[src/design/rvw_pkg.sv]
// Shared types and constants for the RV64 word-op and load/store execute block.
`timescale 1ns / 1ps

package rvw_pkg;

  localparam int unsigned XLEN     = 64;
  localparam int unsigned NUM_REGS = 32;
  localparam int unsigned REG_AW   = $clog2(NUM_REGS);

  // Major opcodes
  localparam logic [6:0] OPC_OP32    = 7'h3B;
  localparam logic [6:0] OPC_OPIMM32 = 7'h1B;
  localparam logic [6:0] OPC_LOAD    = 7'h03;
  localparam logic [6:0] OPC_STORE   = 7'h23;

  // funct7 patterns
  localparam logic [6:0] F7_BASE = 7'b0000000;
  localparam logic [6:0] F7_ALT  = 7'b0100000;

  // funct3 patterns
  localparam logic [2:0] F3_ADD    = 3'b000;
  localparam logic [2:0] F3_SL     = 3'b001;
  localparam logic [2:0] F3_SR     = 3'b101;
  localparam logic [2:0] F3_DOUBLE = 3'b011;
  localparam logic [2:0] F3_WORDU  = 3'b110;

  // Input item kinds
  localparam logic REQ_EXEC = 1'b0;
  localparam logic REQ_LOAD = 1'b1;

  typedef struct packed {
    logic            req_type;
    logic [31:0]     instruction_word;
    logic [XLEN-1:0] load_data;
  } in_item_t;

  typedef struct packed {
    logic              wrote_reg;
    logic [REG_AW-1:0] dest_reg;
    logic [XLEN-1:0]   dest_value;
    logic              mem_request;
    logic              mem_is_write;
    logic              mem_wide;
    logic [XLEN-1:0]   mem_address;
    logic [XLEN-1:0]   store_data;
    logic              illegal;
  } out_item_t;

  // Outstanding load bookkeeping
  typedef struct packed {
    logic              valid;
    logic [REG_AW-1:0] dest;
    logic              wide;
  } pend_t;

endpackage

[src/design/rvw_ram.sv]
// Generic single-write, dual-read RAM with registered read data.
`timescale 1ns / 1ps

module rvw_ram #(
  parameter int unsigned Width = 64,
  parameter int unsigned Depth = 32
) (
  input  logic                     clk_i,
  input  logic                     we_i,
  input  logic [$clog2(Depth)-1:0] waddr_i,
  input  logic [Width-1:0]         wdata_i,
  input  logic                     re_i,
  input  logic [$clog2(Depth)-1:0] raddr_a_i,
  input  logic [$clog2(Depth)-1:0] raddr_b_i,
  output logic [Width-1:0]         rdata_a_o,
  output logic [Width-1:0]         rdata_b_o
);

  logic [Width-1:0] mem_q [Depth];
  logic [Width-1:0] rdata_a_q;
  logic [Width-1:0] rdata_b_q;

  // Write port
  always_ff @(posedge clk_i) begin
    if (we_i) begin
      mem_q[waddr_i] <= wdata_i;
    end
  end

  // Registered read ports, hold when not enabled
  always_ff @(posedge clk_i) begin
    if (re_i) begin
      rdata_a_q <= mem_q[raddr_a_i];
      rdata_b_q <= mem_q[raddr_b_i];
    end
  end

  assign rdata_a_o = rdata_a_q;
  assign rdata_b_o = rdata_b_q;

endmodule

[src/design/rvw_exec.sv]
// Decode and execute of one item: word ALU, address add, load return.
`timescale 1ns / 1ps

module rvw_exec import rvw_pkg::*; (
  input  in_item_t        item_i,
  input  logic [XLEN-1:0] rs1_val_i,
  input  logic [XLEN-1:0] rs2_val_i,
  input  pend_t           pend_i,
  output out_item_t       res_o,
  output pend_t           pend_o
);

  logic [31:0]       iw;
  logic [6:0]        opc;
  logic [REG_AW-1:0] rd;
  logic [2:0]        f3;
  logic [REG_AW-1:0] rs2;
  logic [6:0]        f7;
  logic [31:0]       a;
  logic [31:0]       b;
  logic [XLEN-1:0]   imm_i;
  logic [XLEN-1:0]   imm_s;
  logic [4:0]        sh_reg;
  logic [31:0]       r32;
  logic              ok;
  logic [XLEN-1:0]   wval;
  logic              wen;
  logic [REG_AW-1:0] wdst;

  // Field extraction
  assign iw     = item_i.instruction_word;
  assign opc    = iw[6:0];
  assign rd     = iw[11:7];
  assign f3     = iw[14:12];
  assign rs2    = iw[24:20];
  assign f7     = iw[31:25];
  assign a      = rs1_val_i[31:0];
  assign b      = rs2_val_i[31:0];
  assign sh_reg = b[4:0];
  assign imm_i  = {{(XLEN-12){iw[31]}}, iw[31:20]};
  assign imm_s  = {{(XLEN-12){iw[31]}}, iw[31:25], iw[11:7]};

  // Compute result and next pending-load state
  always_comb begin
    res_o  = '0;
    pend_o = pend_i;
    r32    = '0;
    ok     = 1'b0;
    wen    = 1'b0;
    wdst   = rd;
    wval   = '0;
    if (item_i.req_type == REQ_LOAD) begin
      if (pend_i.valid) begin
        pend_o.valid = 1'b0;
        wen  = 1'b1;
        wdst = pend_i.dest;
        wval = pend_i.wide ? item_i.load_data : {32'b0, item_i.load_data[31:0]};
      end else begin
        res_o.illegal = 1'b1;
      end
    end else begin
      case (opc)
        OPC_OP32: begin
          if (f3 == F3_ADD && f7 == F7_BASE) begin
            r32 = a + b;
            ok  = 1'b1;
          end else if (f3 == F3_ADD && f7 == F7_ALT) begin
            r32 = a - b;
            ok  = 1'b1;
          end else if (f3 == F3_SL && f7 == F7_BASE) begin
            r32 = a << sh_reg;
            ok  = 1'b1;
          end else if (f3 == F3_SR && f7 == F7_BASE) begin
            r32 = a >> sh_reg;
            ok  = 1'b1;
          end else if (f3 == F3_SR && f7 == F7_ALT) begin
            r32 = $signed(a) >>> sh_reg;
            ok  = 1'b1;
          end
        end
        OPC_OPIMM32: begin
          if (f3 == F3_ADD) begin
            r32 = a + imm_i[31:0];
            ok  = 1'b1;
          end else if (f3 == F3_SL && f7 == F7_BASE) begin
            r32 = a << rs2;
            ok  = 1'b1;
          end else if (f3 == F3_SR && f7 == F7_BASE) begin
            r32 = a >> rs2;
            ok  = 1'b1;
          end else if (f3 == F3_SR && f7 == F7_ALT) begin
            r32 = $signed(a) >>> rs2;
            ok  = 1'b1;
          end
        end
        OPC_LOAD: begin
          if (f3 == F3_DOUBLE || f3 == F3_WORDU) begin
            pend_o.valid      = 1'b1;
            pend_o.dest       = rd;
            pend_o.wide       = (f3 == F3_DOUBLE);
            res_o.mem_request = 1'b1;
            res_o.mem_wide    = (f3 == F3_DOUBLE);
            res_o.mem_address = rs1_val_i + imm_i;
          end else begin
            res_o.illegal = 1'b1;
          end
        end
        OPC_STORE: begin
          if (f3 == F3_DOUBLE) begin
            res_o.mem_request  = 1'b1;
            res_o.mem_is_write = 1'b1;
            res_o.mem_wide     = 1'b1;
            res_o.mem_address  = rs1_val_i + imm_s;
            res_o.store_data   = rs2_val_i;
          end else begin
            res_o.illegal = 1'b1;
          end
        end
        default: begin
          res_o.illegal = 1'b1;
        end
      endcase
      if (opc == OPC_OP32 || opc == OPC_OPIMM32) begin
        if (ok) begin
          wen  = 1'b1;
          wval = {{(XLEN-32){r32[31]}}, r32};
        end else begin
          res_o.illegal = 1'b1;
        end
      end
    end
    // Drop writes to x0
    if (wen && wdst != '0) begin
      res_o.wrote_reg  = 1'b1;
      res_o.dest_reg   = wdst;
      res_o.dest_value = wval;
    end
  end

endmodule

[src/design/rv64_word_op_and_load_store_exec.sv]
// Top level: RV64 word-op and load/store execute block.
// A result passes through the input register, then the result register, which
// holds while the output is stalled. Throughput: one item per cycle unless the
// output stalls; the register-file read is registered at accept.
// Reset clears the register valid bits (all registers read zero), the pending
// load and the stage valids; there is no clearing pass over the register file.
`timescale 1ns / 1ps

module rv64_word_op_and_load_store_exec import rvw_pkg::*; (
  input  logic      clk_i,
  input  logic      rst_ni,
  input  logic      in_valid_i,
  output logic      in_stall_o,
  input  in_item_t  in_item_i,
  output logic      out_valid_o,
  input  logic      out_stall_i,
  output out_item_t out_item_o
);

  logic              in_acc;
  logic              s1_valid_q;
  in_item_t          s1_item_q;
  logic              s1_adv;
  logic              out_valid_q;
  out_item_t         out_item_q;
  out_item_t         res;
  pend_t             pend_q;
  pend_t             pend_d;
  logic [NUM_REGS-1:0] reg_valid_q;
  logic              byp_valid_q;
  logic [REG_AW-1:0] byp_addr_q;
  logic [XLEN-1:0]   byp_data_q;
  logic [XLEN-1:0]   ram_a;
  logic [XLEN-1:0]   ram_b;
  logic [REG_AW-1:0] rs1;
  logic [REG_AW-1:0] rs2;
  logic [XLEN-1:0]   rs1_val;
  logic [XLEN-1:0]   rs2_val;
  logic              reg_we;

  // Handshake: the execute stage moves when the output slot is free or draining
  assign s1_adv     = s1_valid_q && !(out_valid_q && out_stall_i);
  assign in_stall_o = s1_valid_q && (out_valid_q && out_stall_i);
  assign in_acc     = in_valid_i && !in_stall_o;
  assign reg_we     = s1_adv && res.wrote_reg;

  // Input register
  always_ff @(posedge clk_i or negedge rst_ni) begin
    if (!rst_ni) begin
      s1_valid_q <= 1'b0;
    end else if (in_acc) begin
      s1_valid_q <= 1'b1;
    end else if (s1_adv) begin
      s1_valid_q <= 1'b0;
    end
  end

  always_ff @(posedge clk_i) begin
    if (in_acc) begin
      s1_item_q <= in_item_i;
    end
  end

  // Register file storage, read at accept
  rvw_ram #(
    .Width (XLEN),
    .Depth (NUM_REGS)
  ) u_regs (
    .clk_i     (clk_i),
    .we_i      (reg_we),
    .waddr_i   (res.dest_reg),
    .wdata_i   (res.dest_value),
    .re_i      (in_acc),
    .raddr_a_i (in_item_i.instruction_word[19:15]),
    .raddr_b_i (in_item_i.instruction_word[24:20]),
    .rdata_a_o (ram_a),
    .rdata_b_o (ram_b)
  );

  // Written flags and forwarding of the most recent write
  always_ff @(posedge clk_i or negedge rst_ni) begin
    if (!rst_ni) begin
      reg_valid_q <= '0;
      byp_valid_q <= 1'b0;
    end else if (reg_we) begin
      reg_valid_q[res.dest_reg] <= 1'b1;
      byp_valid_q               <= 1'b1;
    end
  end

  always_ff @(posedge clk_i) begin
    if (reg_we) begin
      byp_addr_q <= res.dest_reg;
      byp_data_q <= res.dest_value;
    end
  end

  // Operand select: x0, forwarded write, stored value, or never-written zero
  assign rs1 = s1_item_q.instruction_word[19:15];
  assign rs2 = s1_item_q.instruction_word[24:20];

  always_comb begin
    if (rs1 == '0) begin
      rs1_val = '0;
    end else if (byp_valid_q && byp_addr_q == rs1) begin
      rs1_val = byp_data_q;
    end else if (reg_valid_q[rs1]) begin
      rs1_val = ram_a;
    end else begin
      rs1_val = '0;
    end
    if (rs2 == '0) begin
      rs2_val = '0;
    end else if (byp_valid_q && byp_addr_q == rs2) begin
      rs2_val = byp_data_q;
    end else if (reg_valid_q[rs2]) begin
      rs2_val = ram_b;
    end else begin
      rs2_val = '0;
    end
  end

  rvw_exec u_exec (
    .item_i    (s1_item_q),
    .rs1_val_i (rs1_val),
    .rs2_val_i (rs2_val),
    .pend_i    (pend_q),
    .res_o     (res),
    .pend_o    (pend_d)
  );

  // Pending load state advances with the item
  always_ff @(posedge clk_i or negedge rst_ni) begin
    if (!rst_ni) begin
      pend_q <= '0;
    end else if (s1_adv) begin
      pend_q <= pend_d;
    end
  end

  // Output register
  always_ff @(posedge clk_i or negedge rst_ni) begin
    if (!rst_ni) begin
      out_valid_q <= 1'b0;
    end else if (s1_adv) begin
      out_valid_q <= 1'b1;
    end else if (!out_stall_i) begin
      out_valid_q <= 1'b0;
    end
  end

  always_ff @(posedge clk_i) begin
    if (s1_adv) begin
      out_item_q <= res;
    end
  end

  assign out_valid_o = out_valid_q;
  assign out_item_o  = out_item_q;

endmodule

[config.mk]
export PLATFORM = sky130hd
export DESIGN_NAME = rv64_word_op_and_load_store_exec
export DESIGN_NICKNAME = d
export VERILOG_FILES = /design/src/design/rvw_pkg.sv /design/src/design/rvw_ram.sv /design/src/design/rvw_exec.sv /design/src/design/rv64_word_op_and_load_store_exec.sv
export SDC_FILE = /design/constraint.sdc
export NUM_CORES = 2
export LEC_CHECK = 0
export ABC_CLOCK_PERIOD_IN_PS = 14320
export BUFFER_PORTS_ARGS = -buffer_cell sky130_fd_sc_hd__buf_4
export CAP_MARGIN = 5
export CORE_MARGIN = 5
export CORE_UTILIZATION = 61
export CTS_BUF_LIST = sky130_fd_sc_hd__clkbuf_16
export CTS_CLUSTER_DIAMETER = 80
export DETAILED_ROUTE_END_ITERATION = 8
export GPL_TIMING_DRIVEN = 0
export HOLD_SLACK_MARGIN = 0.1
export PLACE_DENSITY_LB_ADDON = 0.08
export SLEW_MARGIN = 15
export SYNTH_ARGS = -nofsm -noshare
export SYNTH_HDL_FRONTEND = slang
export SYNTH_SLANG_ARGS = --single-unit
[constraint.sdc]
create_clock -name clk_i -period 14.32 [get_ports clk_i]
set_input_delay 0.716 -clock clk_i [delete_from_list [all_inputs] [get_ports clk_i]]
set_output_delay 0.716 -clock clk_i [all_outputs]
set_load 0.01 [all_outputs]
==> results.json, run 1 <==
{
  "synth_seq_cells": 2586,
  "gp_congestion": 1.058,
  "portBuffers": 304,
  "start_util_pct": 61.44,
  "status": "stopped before the end",
  "die_h_um": 475.4,
  "ys_warn_count": 0,
  "synth_area_um2": 132100,
  "synth_cell_types": 100,
  "firstError": "[ERROR DPL-0033] detailed placement checks failed during check placement.",
  "async_flop_share_pct": 1.624,
  "synth.top_cells.by_area": "edfxtp_1, mux4_2, mux2i_1, a21oi_1, mux2_2",
  "synth_most_common_cell": "edfxtp_1",
  "die_w_um": 475.4,
  "yosysSeqAreaShare_pct": 58.62,
  "syn_area_per_cell_um2": 16.42,
  "hpwl_um": 495800,
  "num_rows": 170,
  "ios": 305,
  "yosysTopAreaCellShare_pct": 57.82,
  "synthCells": 8046,
  "ys.flop_type": "edfxtp_1",
  "synth_largest_area_cell": "edfxtp_1",
  "synth_commonest_cells": "edfxtp_1, mux4_2, nor2_1",
  "haltStage": "3_5_place_dp",
  "synth_enable_flop_cells": 2544
}
kinds of logic after synthesis:
| logic type | count (synthesis) | synth area share (%) |
|---|---|---|
| AND/OR/NAND/NOR | 1310 | 4.458 |
| multiplexers | 1692 | 25.33 |
| adder cells (fa/ha/maj) | 137 | 1.320 |
| buffers and inverters | 756 | 2.274 |
| AO/OA/AOI/OAI | 1492 | 7.519 |
| XOR/XNOR | 72 | 0.4773 |
| other | 1 | 0.002838 |
| flip-flops | 2586 | 58.62 |
stage by stage:
stage          std cells  hold WS, ns  instance area, µm²  setup WS [ns]
3_3_place_gp       11250       0.4660              138200         -5.828
2_1_floorplan       8109       0.4204              132400          3.677
==> run 2: changes to the inputs <==
--- a/config.mk
+++ b/config.mk
@@ -9,13 +9,10 @@
 export BUFFER_PORTS_ARGS = -buffer_cell sky130_fd_sc_hd__buf_4
 export CAP_MARGIN = 5
 export CORE_MARGIN = 5
-export CORE_UTILIZATION = 61
-export CTS_BUF_LIST = sky130_fd_sc_hd__clkbuf_16
-export CTS_CLUSTER_DIAMETER = 80
+export CORE_UTILIZATION = 40
 export DETAILED_ROUTE_END_ITERATION = 8
 export GPL_TIMING_DRIVEN = 0
-export HOLD_SLACK_MARGIN = 0.1
-export PLACE_DENSITY_LB_ADDON = 0.08
+export PLACE_DENSITY_LB_ADDON = 0.15
 export SLEW_MARGIN = 15
 export SYNTH_ARGS = -nofsm -noshare
 export SYNTH_HDL_FRONTEND = slang
==> results.json, run 2 <==
{
  "status": "complete, but fails checks",
  "violations": "design-rule violations",
  "avgViaCountPerCell": 6.776,
  "cts_hold_buf": 90,
  "hpwl_um": 444600,
  "portBuffers": 304,
  "postCtsSetupRepairBufs": 0,
  "synth_commonest_cells": "edfxtp_1, mux4_2, nor2_1",
  "synth.top_cells.by_area": "edfxtp_1, mux4_2, mux2i_1, a21oi_1, mux2_2",
  "clk_pin_slew_ns": 0.06,
  "report.final.setup_viol": 0,
  "synth_cell_types": 100,
  "grt_usage_pct": 34.49,
  "fin_nets": 9330,
  "htreeDepth": 5,
  "cts_buffers": 294,
  "dr.max_layer_used": "met5",
  "r2r_slack_ns": 3.77,
  "max_stage_delay_ns": 0.85,
  "drt_iter0_drc": 13530,
  "ios": 305,
  "skew_ns": 0.08012,
  "largest_reg_flops": 2048,
  "grt_pass1_wl_um": 801200,
  "async_flop_share_pct": 1.624,
  "clockBufferDepth": 4,
  "start_util_pct": 40.07,
  "drive_gt1_share_pct": 31.12,
  "cts_resized": 0,
  "die_w_um": 584.7,
  "vdd_drop_max_mv": 0.07746,
  "cp-start-kind": "register",
  "yosysSeqAreaShare_pct": 58.62,
  "finalCritPeriodShare_pct": 73.66,
  "slew-limit-headroom_pct": 3.345,
  "slowest_stage": "buf_1",
  "min_period_ns": 10.55,
  "num_rows": 211,
  "multi_input_area_um2": 52770,
  "gp_congestion": 1.014,
  "yosysTopAreaCellShare_pct": 57.82,
  "routed_wirelength_um": 601100,
  "cp-startpoint": "rs2[1]$_DFFE_PP_",
  "cts_tree": "done",
  "synthCells": 8046,
  "ff2ff_path_depth": 29,
  "tightestPinTransition_ns": 1.437,
  "cp_data_required_time_ns": 14.97,
  "reg2reg_from": "rs2[1]$_DFFE_PP_",
  "fin_setup_tns_ns": 0,
  "drv_cap": 0,
  "crit_type": "register to register",
  "ant_nets": 0,
  "utilization_pct": 47.59,
  "worstPathArrival_ns": 11.19,
  "synth_most_common_cell": "edfxtp_1",
  "fp.dieArea_um2": 341900,
  "drc": 4,
  "final_common_cell": "edfxtp_1",
  "placed_area_um2": 146600,
  "fmax_ghz": 0.09481,
  "critPathCaptureType": "register",
  "core_um2": 329700,
  "regMostFlops": "u_regs.mem_q",
  "fillerInstances": 28060,
  "rsz0062_at_grt": "false",
  "design_area_um2": 156900,
  "report.final.slew_viol_count": 0,
  "ys.flop_type": "edfxtp_1",
  "timing.rr.end": "u_regs.mem_q[1][62]$_DFFE_PP_",
  "synth_area_um2": 132100,
  "hold_viol": 0,
  "cts_root_buffer": "clkbuf_16",
  "crit_end": "u_regs.mem_q[1][62]$_DFFE_PP_",
  "wl_met3_um": 64680,
  "routedWlPerCell_um": 43.84,
  "met1_length_um": 231000,
  "die_h_um": 584.7,
  "power.density_nw_per_um2": 113.5,
  "grt_max_degree": 99,
  "synth_seq_cells": 2586,
  "min_path_type": "input pin to register",
  "register_area_um2": 77440,
  "area_growth_syn_to_layout_pct": 18.77,
  "grt_pass1_vias": 90420,
  "leakage_nw": 57.21,
  "ys_warn_count": 0,
  "antenna_found_initial": 46,
  "synth_enable_flop_cells": 2544,
  "via_count": 92910,
  "cts.sinks": 2586,
  "grt_overflow": 0,
  "crit_fanout": 18,
  "syn_area_per_cell_um2": 16.42,
  "layout_common_cells": "edfxtp_1, mux4_2, nand2_1, nor2_1, a21oi_1",
  "drt_first_pass_iters": 8,
  "holdWs_ns": 0.06598,
  "synth_largest_area_cell": "edfxtp_1",
  "clock_latency_ns": 0.94,
  "route.met2.wl_um": 272500
}
## run 2: cell counts after synthesis
Identical to the previous run, type by type.
## run 2: how the worst min path moves through the flow
stage	depth (start not counted)	start	endpoint	slack [ns]
after floorplan	0	rst_ni	byp_valid_q$_DFFE_PN0P_	0.42
after global placement	1	reg_valid_q[10]$_DFFE_PN0P_	reg_valid_q[10]$_DFFE_PN0P_	0.48
after detailed placement	1	reg_valid_q[0]$_DFFE_PN0P_	reg_valid_q[0]$_DFFE_PN0P_	0.48
after CTS	3	out_stall_i	out_valid_o$_DFFE_PN0P_	0.001
after global routing	1	in_item_i[83]	rs1[4]$_DFFE_PP_	0.05
final	3	out_stall_i	out_valid_o$_DFFE_PN0P_	0.07
## run 2: report_power, final
group	leakage, nW	switching [mW]	total [mW]	internal, mW
clock network	4.52	3.24	7.48	4.23
registers	29.1	0.0531	8.35	8.30
logic	23.6	1.39	1.97	0.583
total	57.2	4.69	17.8	13.1
## run 2: cell type report
| cell class | count | area share, % |
|---|---|---|
| multi-input combinational | 4767 | 33.63 |
| inverter | 141 | 0.3453 |
| clock inverter | 163 | 1.015 |
| tap | 4366 | 3.482 |
| clock buffer | 361 | 4.889 |
| antenna | 25 | 0.03987 |
| buffer | 615 | 1.718 |
| sequential | 2586 | 49.36 |
| timing repair buffer | 687 | 5.524 |
## run 2: per-layer routing
layer  up-vias  track usage, %
li1      35690               -
met1     49650           46.66
met2      6375           53.20
met3      1168           8.185
met4        22           15.66
met5         -               0
## run 2: through the flow
step	std cells	setup slack, ns	power [mW]
after floorplan	8109	3.677	9.488
after detailed placement	13070	4.102	10.41
after CTS	13680	4.065	17.84
after global routing	13690	3.580	18.26
final	13710	3.773	17.80
after global placement	12780	-8.629	10.41
## run 2: cell families (layout without fill, tap and decap cells)
family                     count (synthesis)  in the layout  share of synthesized area (%)
and+or+nand+nor                         1310           1310                          4.458
AOI/OAI and AO/OA                       1492           1492                          7.519
buffers and inverters                    756           1967                          2.274
muxes                                   1692           1692                          25.33
xor gates and xnor gates                  72             72                         0.4773
DFF                                     2586           2586                          58.62
other                                      1             89                       0.002838
adders and majority gates                137            137                          1.320
## run 2: worst max-delay path, delay by kind of cell (launching register included)
family,cells,cell delay [ns]
AOI/OAI and AO/OA,10,3.23
adders and majority gates,1,0.43
buffers and inverters,11,4.02
DFF,1,0.54
muxes,1,0.27
and+or+nand+nor,6,1.66
No activity file was read; power rests on OpenSTA's default activity.
